File: src/rtl/pomodoro_phase_timer_top_defines.svh
// Assertion macros shared by the pomodoro phase timer RTL.
// Needs clk and arst_n in the scope of each use.
`ifndef POMODORO_PHASE_TIMER_TOP_DEFINES_SVH
`define POMODORO_PHASE_TIMER_TOP_DEFINES_SVH

// Same-cycle implication, checked outside reset.
`define PPT_ASSERT_NOW(label, ante, cons, msg) \
	label: assert property (@(posedge clk) disable iff (!arst_n) (ante) |-> (cons)) \
		else $error(msg);

// Next-cycle implication, checked outside reset.
`define PPT_ASSERT_NEXT(label, ante, cons, msg) \
	label: assert property (@(posedge clk) disable iff (!arst_n) (ante) |=> (cons)) \
		else $error(msg);

`endif

File: src/rtl/ppt_pkg.sv
// Types, codes and constants of the pomodoro phase timer.
// No dependencies; used by the interfaces and all modules.
package ppt_pkg;

	localparam int MAX_BLOCKS = 8;
	localparam int CNT_W      = $clog2(MAX_BLOCKS);
	localparam int EVERY_W    = CNT_W + 1;

	localparam int SEC_W      = 16;
	localparam int MS_W       = 10;
	localparam int MODE_W     = 2;
	localparam int CMD_W      = 3;
	localparam int BLK_W      = 3;
	localparam int EVCFG_W    = 4;
	localparam int CFG_IDX_W  = 3;
	localparam int CFG_DATA_W = 16;

	localparam logic [MS_W-1:0]  MS_LAST     = MS_W'(999);
	localparam logic [SEC_W-1:0] MIN_PHASE   = SEC_W'(60);
	localparam logic [SEC_W-1:0] EXTEND_SECS = SEC_W'(300);
	localparam logic [SEC_W-1:0] SEC_MAX     = '1;

	localparam logic [MODE_W-1:0] MODE_FOCUS = 2'd0;
	localparam logic [MODE_W-1:0] MODE_SHORT = 2'd1;
	localparam logic [MODE_W-1:0] MODE_LONG  = 2'd2;
	localparam logic [MODE_W-1:0] MODE_NONE  = 2'd3;

	localparam logic [CFG_IDX_W-1:0] REG_WORK_SECS  = 3'd0;
	localparam logic [CFG_IDX_W-1:0] REG_SHORT_SECS = 3'd1;
	localparam logic [CFG_IDX_W-1:0] REG_LONG_SECS  = 3'd2;
	localparam logic [CFG_IDX_W-1:0] REG_LONG_EVERY = 3'd3;
	localparam logic [CFG_IDX_W-1:0] REG_AUTO_START = 3'd4;

	typedef enum logic [CMD_W-1:0] {
		CMD_TICK   = 3'd0,
		CMD_TOGGLE = 3'd1,
		CMD_SKIP   = 3'd2,
		CMD_RESET  = 3'd3,
		CMD_EXTEND = 3'd4,
		CMD_SELECT = 3'd5
	} cmd_t;

	typedef struct packed {
		logic [MODE_W-1:0] mode;
		logic [SEC_W-1:0]  secs;
		logic [MS_W-1:0]   ms;
		logic [SEC_W-1:0]  length;
		logic [CNT_W-1:0]  count;
		logic              run;
	} timer_state_t;

	typedef struct packed {
		logic [SEC_W-1:0]   work_secs;
		logic [SEC_W-1:0]   short_secs;
		logic [SEC_W-1:0]   long_secs;
		logic [EVCFG_W-1:0] long_every;
		logic               auto_start;
	} timer_cfg_t;

	typedef struct packed {
		logic [MODE_W-1:0] phase_mode;
		logic [SEC_W-1:0]  seconds_left;
		logic [SEC_W-1:0]  phase_length;
		logic [BLK_W-1:0]  blocks_in_cycle;
		logic              is_running;
		logic              phase_ended;
		logic              block_completed;
		logic [SEC_W-1:0]  focus_credit;
		logic              went_long;
	} timer_result_t;

endpackage

File: src/rtl/ppt_item_if.sv
// Input channel of the pomodoro phase timer: one command beat.
// Depends on ppt_pkg.
interface ppt_item_if;
	import ppt_pkg::*;

	logic               valid;
	logic               ready;
	logic [CMD_W-1:0]   cmd;
	logic [MODE_W-1:0]  mode_sel;

	modport source (output valid, output cmd, output mode_sel, input ready);
	modport sink   (input valid, input cmd, input mode_sel, output ready);
endinterface

File: src/rtl/ppt_result_if.sv
// Result channel of the pomodoro phase timer: one status beat per command.
// Depends on ppt_pkg.
interface ppt_result_if;
	import ppt_pkg::*;

	logic               valid;
	logic               ready;
	logic [MODE_W-1:0]  phase_mode;
	logic [SEC_W-1:0]   seconds_left;
	logic [SEC_W-1:0]   phase_length;
	logic [BLK_W-1:0]   blocks_in_cycle;
	logic               is_running;
	logic               phase_ended;
	logic               block_completed;
	logic [SEC_W-1:0]   focus_credit;
	logic               went_long;

	modport source (
		output valid, output phase_mode, output seconds_left, output phase_length,
		output blocks_in_cycle, output is_running, output phase_ended,
		output block_completed, output focus_credit, output went_long,
		input ready
	);
	modport sink (
		input valid, input phase_mode, input seconds_left, input phase_length,
		input blocks_in_cycle, input is_running, input phase_ended,
		input block_completed, input focus_credit, input went_long,
		output ready
	);
endinterface

File: src/rtl/ppt_step.sv
// Next-state and result logic of the pomodoro phase timer for one command.
// Depends on ppt_pkg.
module ppt_step (
	input  ppt_pkg::timer_state_t       st,
	input  ppt_pkg::timer_cfg_t         cfg,
	input  logic [ppt_pkg::CMD_W-1:0]   cmd,
	input  logic [ppt_pkg::MODE_W-1:0]  mode_sel,
	output ppt_pkg::timer_state_t       nxt,
	output ppt_pkg::timer_result_t      res
);
	import ppt_pkg::*;

	function automatic logic [SEC_W-1:0] phase_len(input logic [MODE_W-1:0] m,
	                                               input timer_cfg_t c);
		logic [SEC_W-1:0] len;
		case (m)
			MODE_SHORT: len = c.short_secs;
			MODE_LONG:  len = c.long_secs;
			default:    len = c.work_secs;
		endcase
		return (len < MIN_PHASE) ? MIN_PHASE : len;
	endfunction

	function automatic logic [CNT_W-1:0] clamp_count(input logic [CNT_W-1:0] cnt,
	                                                 input logic [EVERY_W-1:0] ev);
		logic [EVERY_W-1:0] lim;
		lim = ev - 1'b1;
		return ({1'b0, cnt} >= ev) ? lim[CNT_W-1:0] : cnt;
	endfunction

	logic [EVERY_W-1:0] eff_every;
	logic [SEC_W-1:0]   elapsed;
	logic [CNT_W:0]     cnt_inc;
	logic [SEC_W:0]     secs_ext;
	logic [SEC_W:0]     len_ext;
	logic               end_ev;
	logic               natural;
	logic [MODE_W-1:0]  load_mode;
	logic               load_ev;

	// long_every clamped to 1..MAX_BLOCKS
	always_comb begin
		if (cfg.long_every == '0) begin
			eff_every = EVERY_W'(1);
		end else if (int'(cfg.long_every) > MAX_BLOCKS) begin
			eff_every = EVERY_W'(MAX_BLOCKS);
		end else begin
			eff_every = EVERY_W'(cfg.long_every);
		end
	end

	assign elapsed  = (st.length > st.secs) ? (st.length - st.secs) : '0;
	assign cnt_inc  = {1'b0, st.count} + 1'b1;
	assign secs_ext = {1'b0, st.secs} + {1'b0, EXTEND_SECS};
	assign len_ext  = {1'b0, st.length} + {1'b0, EXTEND_SECS};

	always_comb begin
		nxt       = st;
		res       = '0;
		end_ev    = 1'b0;
		natural   = 1'b0;
		load_ev   = 1'b0;
		load_mode = MODE_FOCUS;

		unique case (cmd_t'(cmd))
			CMD_TICK: begin
				if (st.run) begin
					if (st.secs != '0) begin
						if (st.ms >= MS_LAST) begin
							nxt.ms   = '0;
							nxt.secs = st.secs - 1'b1;
						end else begin
							nxt.ms = st.ms + 1'b1;
						end
					end
					if (nxt.secs == '0) begin
						end_ev  = 1'b1;
						natural = 1'b1;
					end
				end
			end
			CMD_TOGGLE: begin
				nxt.ms  = '0;
				nxt.run = !st.run;
			end
			CMD_SKIP: begin
				nxt.run = 1'b0;
				end_ev  = 1'b1;
			end
			CMD_RESET: begin
				nxt.secs = st.length;
				nxt.ms   = '0;
			end
			CMD_EXTEND: begin
				nxt.secs   = secs_ext[SEC_W] ? SEC_MAX : secs_ext[SEC_W-1:0];
				nxt.length = len_ext[SEC_W] ? SEC_MAX : len_ext[SEC_W-1:0];
			end
			CMD_SELECT: begin
				if (mode_sel != MODE_NONE && mode_sel != st.mode) begin
					nxt.run   = 1'b0;
					load_ev   = 1'b1;
					load_mode = mode_sel;
				end
			end
			default: ;
		endcase

		// phase end: credit, block count, pick next phase
		if (end_ev) begin
			res.phase_ended = 1'b1;
			if (st.mode == MODE_FOCUS) begin
				if (natural) begin
					res.block_completed = 1'b1;
					res.focus_credit    = st.length;
				end else if (elapsed >= MIN_PHASE) begin
					res.focus_credit = elapsed;
				end
				if (cnt_inc >= eff_every) begin
					nxt.count     = '0;
					load_mode     = MODE_LONG;
					res.went_long = 1'b1;
				end else begin
					nxt.count = cnt_inc[CNT_W-1:0];
					load_mode = MODE_SHORT;
				end
			end else begin
				load_mode = MODE_FOCUS;
			end
			load_ev = 1'b1;
		end

		if (load_ev) begin
			nxt.mode   = load_mode;
			nxt.count  = clamp_count(nxt.count, eff_every);
			nxt.length = phase_len(load_mode, cfg);
			nxt.secs   = phase_len(load_mode, cfg);
			nxt.ms     = '0;
		end

		if (end_ev) begin
			nxt.run = cfg.auto_start;
		end

		res.phase_mode      = nxt.mode;
		res.seconds_left    = nxt.secs;
		res.phase_length    = nxt.length;
		res.blocks_in_cycle = BLK_W'(nxt.count);
		res.is_running      = nxt.run;
	end
endmodule

File: src/rtl/pomodoro_phase_timer_top.sv
// Pomodoro phase timer: work / short break / long break countdown sequencer.
// Each command beat on item (1 ms tick, start/pause, skip, reset, extend by 300 s,
// select mode) produces exactly one status beat on result, in the cycle after it is
// taken. One command is taken per clock: the timer state and the result register
// update together, and item.ready stays high while the result register is empty
// or is being drained in the same cycle, so a stall on result holds one beat and
// then back-pressures item. Configuration writes (work/short/long lengths,
// long_every, auto_start) land through cfg_we/cfg_idx/cfg_wdata and take effect
// on the next phase load; write them only while no beat is in flight. There is no
// memory and no clearing pass after reset. Depends on ppt_pkg, ppt_item_if,
// ppt_result_if, ppt_step and the defines header.
`include "pomodoro_phase_timer_top_defines.svh"

module pomodoro_phase_timer_top (
	input  logic                             clk,
	input  logic                             arst_n,
	input  logic                             cfg_we,
	input  logic [ppt_pkg::CFG_IDX_W-1:0]    cfg_idx,
	input  logic [ppt_pkg::CFG_DATA_W-1:0]   cfg_wdata,
	ppt_item_if.sink                         item,
	ppt_result_if.source                     result
);
	import ppt_pkg::*;

	timer_cfg_t    cfg_q;
	timer_state_t  st_q;
	timer_state_t  st_nxt;
	timer_result_t res_nxt;
	timer_result_t res_q;
	logic          out_valid_q;
	logic          take;
	logic          long_brk_ok;

	// result register frees itself when drained, so intake never waits a bubble
	assign item.ready = !out_valid_q || result.ready;
	assign take       = item.valid && item.ready;

	ppt_step u_step (
		.st       (st_q),
		.cfg      (cfg_q),
		.cmd      (item.cmd),
		.mode_sel (item.mode_sel),
		.nxt      (st_nxt),
		.res      (res_nxt)
	);

	// configuration registers
	always_ff @(posedge clk or negedge arst_n) begin
		if (!arst_n) begin
			cfg_q.work_secs  <= SEC_W'(1500);
			cfg_q.short_secs <= SEC_W'(300);
			cfg_q.long_secs  <= SEC_W'(900);
			cfg_q.long_every <= EVCFG_W'(4);
			cfg_q.auto_start <= 1'b0;
		end else if (cfg_we) begin
			unique case (cfg_idx)
				REG_WORK_SECS:  cfg_q.work_secs  <= cfg_wdata[SEC_W-1:0];
				REG_SHORT_SECS: cfg_q.short_secs <= cfg_wdata[SEC_W-1:0];
				REG_LONG_SECS:  cfg_q.long_secs  <= cfg_wdata[SEC_W-1:0];
				REG_LONG_EVERY: cfg_q.long_every <= cfg_wdata[EVCFG_W-1:0];
				REG_AUTO_START: cfg_q.auto_start <= cfg_wdata[0];
				default: ;
			endcase
		end
	end

	// timer state: work phase, full length, paused
	always_ff @(posedge clk or negedge arst_n) begin
		if (!arst_n) begin
			st_q.mode   <= MODE_FOCUS;
			st_q.secs   <= SEC_W'(1500);
			st_q.ms     <= '0;
			st_q.length <= SEC_W'(1500);
			st_q.count  <= '0;
			st_q.run    <= 1'b0;
		end else if (take) begin
			st_q <= st_nxt;
		end
	end

	always_ff @(posedge clk or negedge arst_n) begin
		if (!arst_n) begin
			out_valid_q <= 1'b0;
		end else if (take) begin
			out_valid_q <= 1'b1;
		end else if (result.ready) begin
			out_valid_q <= 1'b0;
		end
	end

	// result payload, no reset needed
	always_ff @(posedge clk) begin
		if (take) begin
			res_q <= res_nxt;
		end
	end

	assign result.valid           = out_valid_q;
	assign result.phase_mode      = res_q.phase_mode;
	assign result.seconds_left    = res_q.seconds_left;
	assign result.phase_length    = res_q.phase_length;
	assign result.blocks_in_cycle = res_q.blocks_in_cycle;
	assign result.is_running      = res_q.is_running;
	assign result.phase_ended     = res_q.phase_ended;
	assign result.block_completed = res_q.block_completed;
	assign result.focus_credit    = res_q.focus_credit;
	assign result.went_long       = res_q.went_long;

	// a long-break beat shows the long phase, a cleared count and a phase end
	assign long_brk_ok = result.phase_mode == MODE_LONG && result.blocks_in_cycle == '0 &&
		result.phase_ended;

	`PPT_ASSERT_NEXT(a_take_fills_out, take, out_valid_q, "accepted beat left no result")
	`PPT_ASSERT_NOW(a_len_floor, 1'b1, st_q.length >= MIN_PHASE, "phase length below minimum")
	`PPT_ASSERT_NOW(a_secs_le_len, 1'b1, st_q.secs <= st_q.length, "remaining exceeds length")
	`PPT_ASSERT_NOW(a_ms_range, 1'b1, st_q.ms <= MS_LAST, "millisecond count out of range")
	`PPT_ASSERT_NOW(a_long_result, result.valid && result.went_long, long_brk_ok, "bad long break")
endmodule

File: src/flat_wrapper.sv
// flat-port wrapper written by rule: the top's interface ports become plain ports
module pomodoro_phase_timer_top_flat import ppt_pkg::*;
  (clk, arst_n, cfg_we, cfg_idx, cfg_wdata, item_valid, item_cmd, item_mode_sel, item_ready, result_valid, result_phase_mode, result_seconds_left, result_phase_length, result_blocks_in_cycle, result_is_running, result_phase_ended, result_block_completed, result_focus_credit, result_went_long, result_ready);
  ppt_item_if item_i ();
  ppt_result_if result_i ();
  input  logic clk;
  input  logic arst_n;
  input  logic cfg_we;
  input  logic [ppt_pkg::CFG_IDX_W-1:0] cfg_idx;
  input  logic [ppt_pkg::CFG_DATA_W-1:0] cfg_wdata;
  input wire logic [$bits(item_i.valid)-1:0] item_valid;
  input wire logic [$bits(item_i.cmd)-1:0] item_cmd;
  input wire logic [$bits(item_i.mode_sel)-1:0] item_mode_sel;
  output wire logic [$bits(item_i.ready)-1:0] item_ready;
  output wire logic [$bits(result_i.valid)-1:0] result_valid;
  output wire logic [$bits(result_i.phase_mode)-1:0] result_phase_mode;
  output wire logic [$bits(result_i.seconds_left)-1:0] result_seconds_left;
  output wire logic [$bits(result_i.phase_length)-1:0] result_phase_length;
  output wire logic [$bits(result_i.blocks_in_cycle)-1:0] result_blocks_in_cycle;
  output wire logic [$bits(result_i.is_running)-1:0] result_is_running;
  output wire logic [$bits(result_i.phase_ended)-1:0] result_phase_ended;
  output wire logic [$bits(result_i.block_completed)-1:0] result_block_completed;
  output wire logic [$bits(result_i.focus_credit)-1:0] result_focus_credit;
  output wire logic [$bits(result_i.went_long)-1:0] result_went_long;
  input wire logic [$bits(result_i.ready)-1:0] result_ready;
  assign item_i.valid = item_valid;
  assign item_i.cmd = item_cmd;
  assign item_i.mode_sel = item_mode_sel;
  assign item_ready = item_i.ready;
  assign result_valid = result_i.valid;
  assign result_phase_mode = result_i.phase_mode;
  assign result_seconds_left = result_i.seconds_left;
  assign result_phase_length = result_i.phase_length;
  assign result_blocks_in_cycle = result_i.blocks_in_cycle;
  assign result_is_running = result_i.is_running;
  assign result_phase_ended = result_i.phase_ended;
  assign result_block_completed = result_i.block_completed;
  assign result_focus_credit = result_i.focus_credit;
  assign result_went_long = result_i.went_long;
  assign result_i.ready = result_ready;
  pomodoro_phase_timer_top u_core (.clk(clk), .arst_n(arst_n), .cfg_we(cfg_we), .cfg_idx(cfg_idx), .cfg_wdata(cfg_wdata), .item(item_i), .result(result_i));
endmodule
File: config.mk
export PLATFORM = sky130hd
export DESIGN_NAME = pomodoro_phase_timer_top_flat
export DESIGN_NICKNAME = d
export VERILOG_FILES = /design/src/rtl/ppt_pkg.sv /design/src/rtl/ppt_item_if.sv /design/src/rtl/ppt_result_if.sv /design/src/rtl/ppt_step.sv /design/src/rtl/pomodoro_phase_timer_top.sv /design/src/flat_wrapper.sv
export VERILOG_INCLUDE_DIRS = /design/src /design/src/rtl
export SDC_FILE = /design/constraint.sdc
export NUM_CORES = 1
export LEC_CHECK = 0
export BUFFER_PORTS_ARGS = -buffer_cell sky130_fd_sc_hd__buf_2
export CAP_MARGIN = 5
export CORE_MARGIN = 10
export CORE_UTILIZATION = 55
export DETAILED_ROUTE_END_ITERATION = 8
export HOLD_SLACK_MARGIN = 0.02
export PLACE_DENSITY_LB_ADDON = 0.15
export RECOVER_POWER = 50
export REMOVE_ABC_BUFFERS = 1
export SLEW_MARGIN = 20
export SYNTH_ARGS = -nofsm -noshare
export SYNTH_HDL_FRONTEND = slang
export SYNTH_HIERARCHICAL = 1
export SYNTH_SLANG_ARGS = --single-unit
File: constraint.sdc
create_clock -name clk -period 5.9 [get_ports clk]
set_input_delay 0.295 -clock clk [delete_from_list [all_inputs] [get_ports clk]]
set_output_delay 0.295 -clock clk [all_outputs]
set_load 0.05 [all_outputs]
* Word level (Yosys, flattened, before mapping)
Index checks and enable logic that the tools add are counted.
** Word-level totals
- Register bits :: 159
- Input port bits :: 29
- Output and inout port bits :: 59
- Logic and storage cells :: 116
** Cells by class
- $add $sub $neg :: 7
- Magnitude comparators :: 7
- Equal/unequal tests :: 15
- Mux-type cells :: 45
- Reduce and logical (&&, ||, !) cells :: 21
** Operators by type and width (count)
- two-way mux 16 bit :: 9
- two-way mux 26 bit :: 4
- case mux 16 bit (3 select lines) :: 1
- two-way mux 47 bit :: 1
- adder 16 x 9 -> 17 bit (second input constant) :: 2
- case mux 16 bit (2 select lines) :: 1
- case mux 10 bit (2 select lines) :: 1
- two-way mux 19 bit :: 1
- two-way mux 18 bit :: 1
- greater-or-equal comparator 16 x 6 -> 1 bit (second input constant) :: 1
- greater-than comparator 16 bit :: 1
- zero test 16 bit :: 1
- less-than comparator 16 x 6 -> 1 bit (second input constant) :: 1
- nonzero test 16 bit :: 1
- subtractor 16 x 1 -> 16 bit (second input constant) :: 1
- subtractor 16 bit :: 1
- equality test 3 x 2 -> 1 bit (second input constant) :: 4
- two-way mux 1 bit :: 12
- two-way mux 3 bit :: 4
- AND reduction 2 bit :: 6
- adder 10 x 1 -> 10 bit (second input constant) :: 1
- greater-or-equal comparator 10 bit (second input constant) :: 1
- two-way mux 10 bit :: 1
- two-way mux 2 bit :: 5
- 26 further kinds :: 33

* Longest topological paths before layout
- Depth after elaboration :: 16
- Depth in mapped cells :: 27

* By module
The synthesis kept the hierarchy.
** Modules (own cells, without submodules)
- pomodoro_phase_timer_top :: times used 1, cells an instance 280, area each 5611.6 sq um, seq. area each 4301.6 sq um
- ppt_step :: times used 1, cells an instance 781, area each 4768.3 sq um, seq. area each 0.0 sq um

* Least setup slack after synthesis
OpenSTA, ideal clock, no wires.
- Path kind :: register to register
- Start :: register u_core/st_q[33] in the netlist's numbering
- End :: register u_core.res_q, in the netlist u_core/result.phase_length[2], data pin
- Arrival :: 4.698 ns
- Data required time :: 5.774 ns
- Path slack :: 1.076 ns
- Cell stages (with the launch flop) :: 26
- Path buffers :: 7
- Period minus slack after synthesis :: 4.824 ns
- Cell sequence :: dfstp_2 -> clkbuf_1 -> inv_1 -> ha_1 -> nand2b_1 -> nand3_1 -> nor2_1 -> mux2_2 -> nor3_1 -> and4b_1 -> buf_6 -> o211ai_1 -> buf_2 -> o21ai_1 -> inv_1 -> ha_1 -> clkbuf_1 -> clkbuf_1 -> a22oi_1 -> o21ai_0 -> nor4_1 -> nand4b_1 -> and2_4 -> buf_6 -> a22oi_1 -> buf_4
** RTL lines
- start, declared :: line pomodoro_phase_timer_top.sv:26 : timer_state_t st_q;
- start signal, assigned :: line pomodoro_phase_timer_top.sv:77 : st_q <= st_nxt;
- end signal, assigned :: line pomodoro_phase_timer_top.sv:94 : res_q <= res_nxt;
- end, declared :: line pomodoro_phase_timer_top.sv:29 : timer_result_t res_q;

==> metrics <==
status=complete, but fails checks; failing checks=capacitance limit, slew limit; Slew @ Worst Pin=2.360 ns; die span in y=157.4 um; vias per cell=6.425; first-pass GRT wire length=47500 um; Setup Skew=approximately 0.012 ns; Syn Area/Cell=between 9 and 10 sq um; Overall Global Routing Usage=0.2454; synth top area cells=dfrtp_1 (17%), edfxtp_1 (16%), mux2_2 (11%); fin crit share=0.9268; Ys Warns=6; critical path endpoint category=flip-flop; antenna violations before repair=0; Ports=88; crit path DAT=5.79 ns; clock slew at reported path FFs=0.07 ns; net count reported at finish=1150; Post-CTS Setup Bufs=0; kind of critical path=flip-flop to flip-flop; # rows=50; worst hold path class=input port to flip-flop; Max Root-Sink Buffers=2; Slew HR=-0.5953; share of cells above drive strength 1=0.2071; worst-skew pair later-pin latency=around 0.43 ns; leakage=roughly 4.4 nW; Finished Layout Cells=1335; Seq/Total Area, Yosys=0.4144; Port Buffers=between 80 and 90; Hold Vio Cnt, Final=0; post-synth top area cell=dfrtp_1; worst vdd ir=0.2897 mV; dpl hpwl=21930 um; area grow syn2layout=7.546%; Overflow after GRT=0; Final Max Slew Viols=116; number of remaining DRC errors=0; crit-path max FO=16; Initial DRC Count=between 800 and 900; Initial Util=0.5568; H-tree depth=4; commonest non-fill, non-tap cell in the layout=mux2_2; number of synthesized flops with an enable pin=57; setup TNS after final layout=0 ns; Core Util, Final=0.5988; Antenna Nets Post-Route=0; via count=around 8600; # Max-Cap Violations=3; Post-Syn Instances=1061; CTS tree=built; Die Width=157.4 um; placed insts=between 1000 and 1500; fin crit period=5.468 ns; f_max=0.1829 GHz; Die ar.=0.02477 sq mm; DR pass1 iterations=7; Post-synth ARST share=0.6415; Syn Std Cell Area=0.01038 sq mm; GPL Wtd Cong=1.006; Critical Path Source Type=flip-flop; Core Box Area=0.01864 sq mm; pin count of the biggest net entering global routing=72; Clock Root Buffer=clkbuf_16; library cells used by synthesis=77; Worst Path Required=6.22 ns; setup violators final=0; wire per inst=approximately 23 um; Primary FF master, synth=dfrtp_1; most frequent cells in the layout=mux2_2 (104), nor2_1 (77), o21ai_0 (76); number of global-route vias before repair=around 8400; # diodes=0; pwr dens=538.3 mW/mm^2; flops & latches, synth=159; RSZ-0062 raised after global routing=false; Yosys top cell area share=0.1736; clock sink count=159; Post-Route WL=30290 um; CTS buffer count=17
==> worst max-delay path, cell delays in order, from the launching register on <==
cell and delay, ns:
dfrtp_1 0.52, or4_4 0.59, nor4_4 0.56, a211oi_1 0.10, o31a_1 0.25, nor2_1 0.11
and4b_1 0.34, o211ai_1 0.15, o21ai_0 0.36, ha_1 0.66, a22oi_1 0.21, nor2_1 0.14
a21oi_1 0.09, nor4_1 0.31, nor2_1 0.09, nand4b_1 0.22, and2_4 0.23, a22oi_1 0.11
mux2_2 0.30
==> stage by stage <==
stage	power, mW	hold WS [ns]	setup slack [ns]	area [sq um]
3_3_place_gp	4.810	0.2682	0.7071	10650
5_1_grt	6.369	0.08943	0.1178	11160
3_5_place_dp	4.815	0.2744	0.5447	10650
2_1_floorplan	3.928	-0.0005911	0.5749	9774
6_report	6.009	0.07797	0.4317	11160
4_1_cts	5.963	0.07266	0.4584	11260
==> state kept, by name, summed over array words and instances (netlist names) <==
| signal | flops |
|---|---|
| u_core/cfg_q | 53 |
| u_core/result.block_completed | 1 |
| u_core/result.blocks_in_cycle | 3 |
| u_core/result.focus_credit | 16 |
| u_core/result.phase_mode | 2 |
| u_core/result.phase_length | 16 |
| u_core/result.is_running | 1 |
| u_core/result.valid | 1 |
| u_core/result.phase_ended | 1 |
| u_core/result.went_long | 1 |
| u_core/st_q | 48 |
| u_core/result.seconds_left | 16 |
==> synth_stat cells (9+ instances only) <==
cell type	number
xor2_1	9
nor3_1	23
a22oi_1	35
a21oi_1	65
o211ai_1	9
buf_4	41
nand3_1	22
o21ai_0	76
nor2_1	77
dfrtp_1	72
mux2_2	104
buf_6	10
a211oi_1	9
a31oi_1	14
dfstp_2	30
nand2_1	71
ha_1	32
xnor2_1	26
o21a_1	10
nor4_1	11
edfxtp_1	57
and3_1	11
a21o_1	19
and2_1	9
inv_1	42
clkbuf_1	39
or3_1	10
nand4_1	13
==> worst paths after layout <==
kind,startpoint,end,slack [ns],cells past startpoint
hold / removal,item_valid,u_core/result.valid,0.08,2
setup / recovery,u_core/st_q[35],u_core/st_q[9],0.43,18
max in group asynchronous,arst_n,u_core/cfg_q[8],2.39,3
min in group asynchronous,arst_n,u_core/st_q[15],0.95,2
hold reg to reg,u_core/cfg_q[38],u_core/cfg_q[38],0.51,1
setup reg to reg,u_core/st_q[35],u_core/st_q[9],0.43,18
==> per-layer routing <==
| metal | part of all wire | GRT usage | vias up | wire length, um |
|---|---|---|---|---|
| li1 | - | - | 3916 | - |
| met1 | 0.44 | 0.3380 | 4176 | 13290 |
| met2 | 0.44 | 0.3685 | 420 | 13220 |
| met3 | 0.089 | 0.05022 | 66 | 2691 |
| met4 | 0.036 | 0.1015 | 0 | 1082 |
| met5 | 0 | 0 | - | 0 |
==> kinds of logic after synthesis <==
group                    after synthesis  synth area share
AND/OR/NAND/NOR                      293            0.1444
buffers and inverters                141           0.07389
flip-flops                           159            0.4144
multiplexers                         107            0.1157
AO/OA/AOI/OAI                        293            0.1815
XOR/XNOR                              35           0.02953
adder cells (fa/ha/maj)               33           0.04050
==> timing repair <==
| action | CTS | global route |
|---|---|---|
| endpoints found under the setup margin | 0 | 9 |
| resized for setup | 0 | 1 |
| hold buffers | 1 | 0 |
| endpoints found under the hold margin | 26 | 0 |
==> report_power, final <==
part           leakage (nW)  total (mW)  internal, mW  switching (mW)
sequential             1.76        1.93          1.51           0.413
clock                 0.296        1.13         0.640           0.492
combinational          2.34        2.95          1.12            1.83
==> cell type report <==
| class | count | area [sq um] |
|---|---|---|
| Sequential cell | 159 | 4302 |
| Tap cell | 234 | 292.8 |
| Inverter | 43 | 161.4 |
| Fill cell | 1679 | 7480 |
| Multi-Input combinational cell | 761 | 5313 |
| Clock buffer | 18 | 429.2 |
| Clock inverter | 14 | 168.9 |
| Timing Repair Buffer | 106 | 496.7 |
Note: power is estimated with default switching activity, not from simulation.
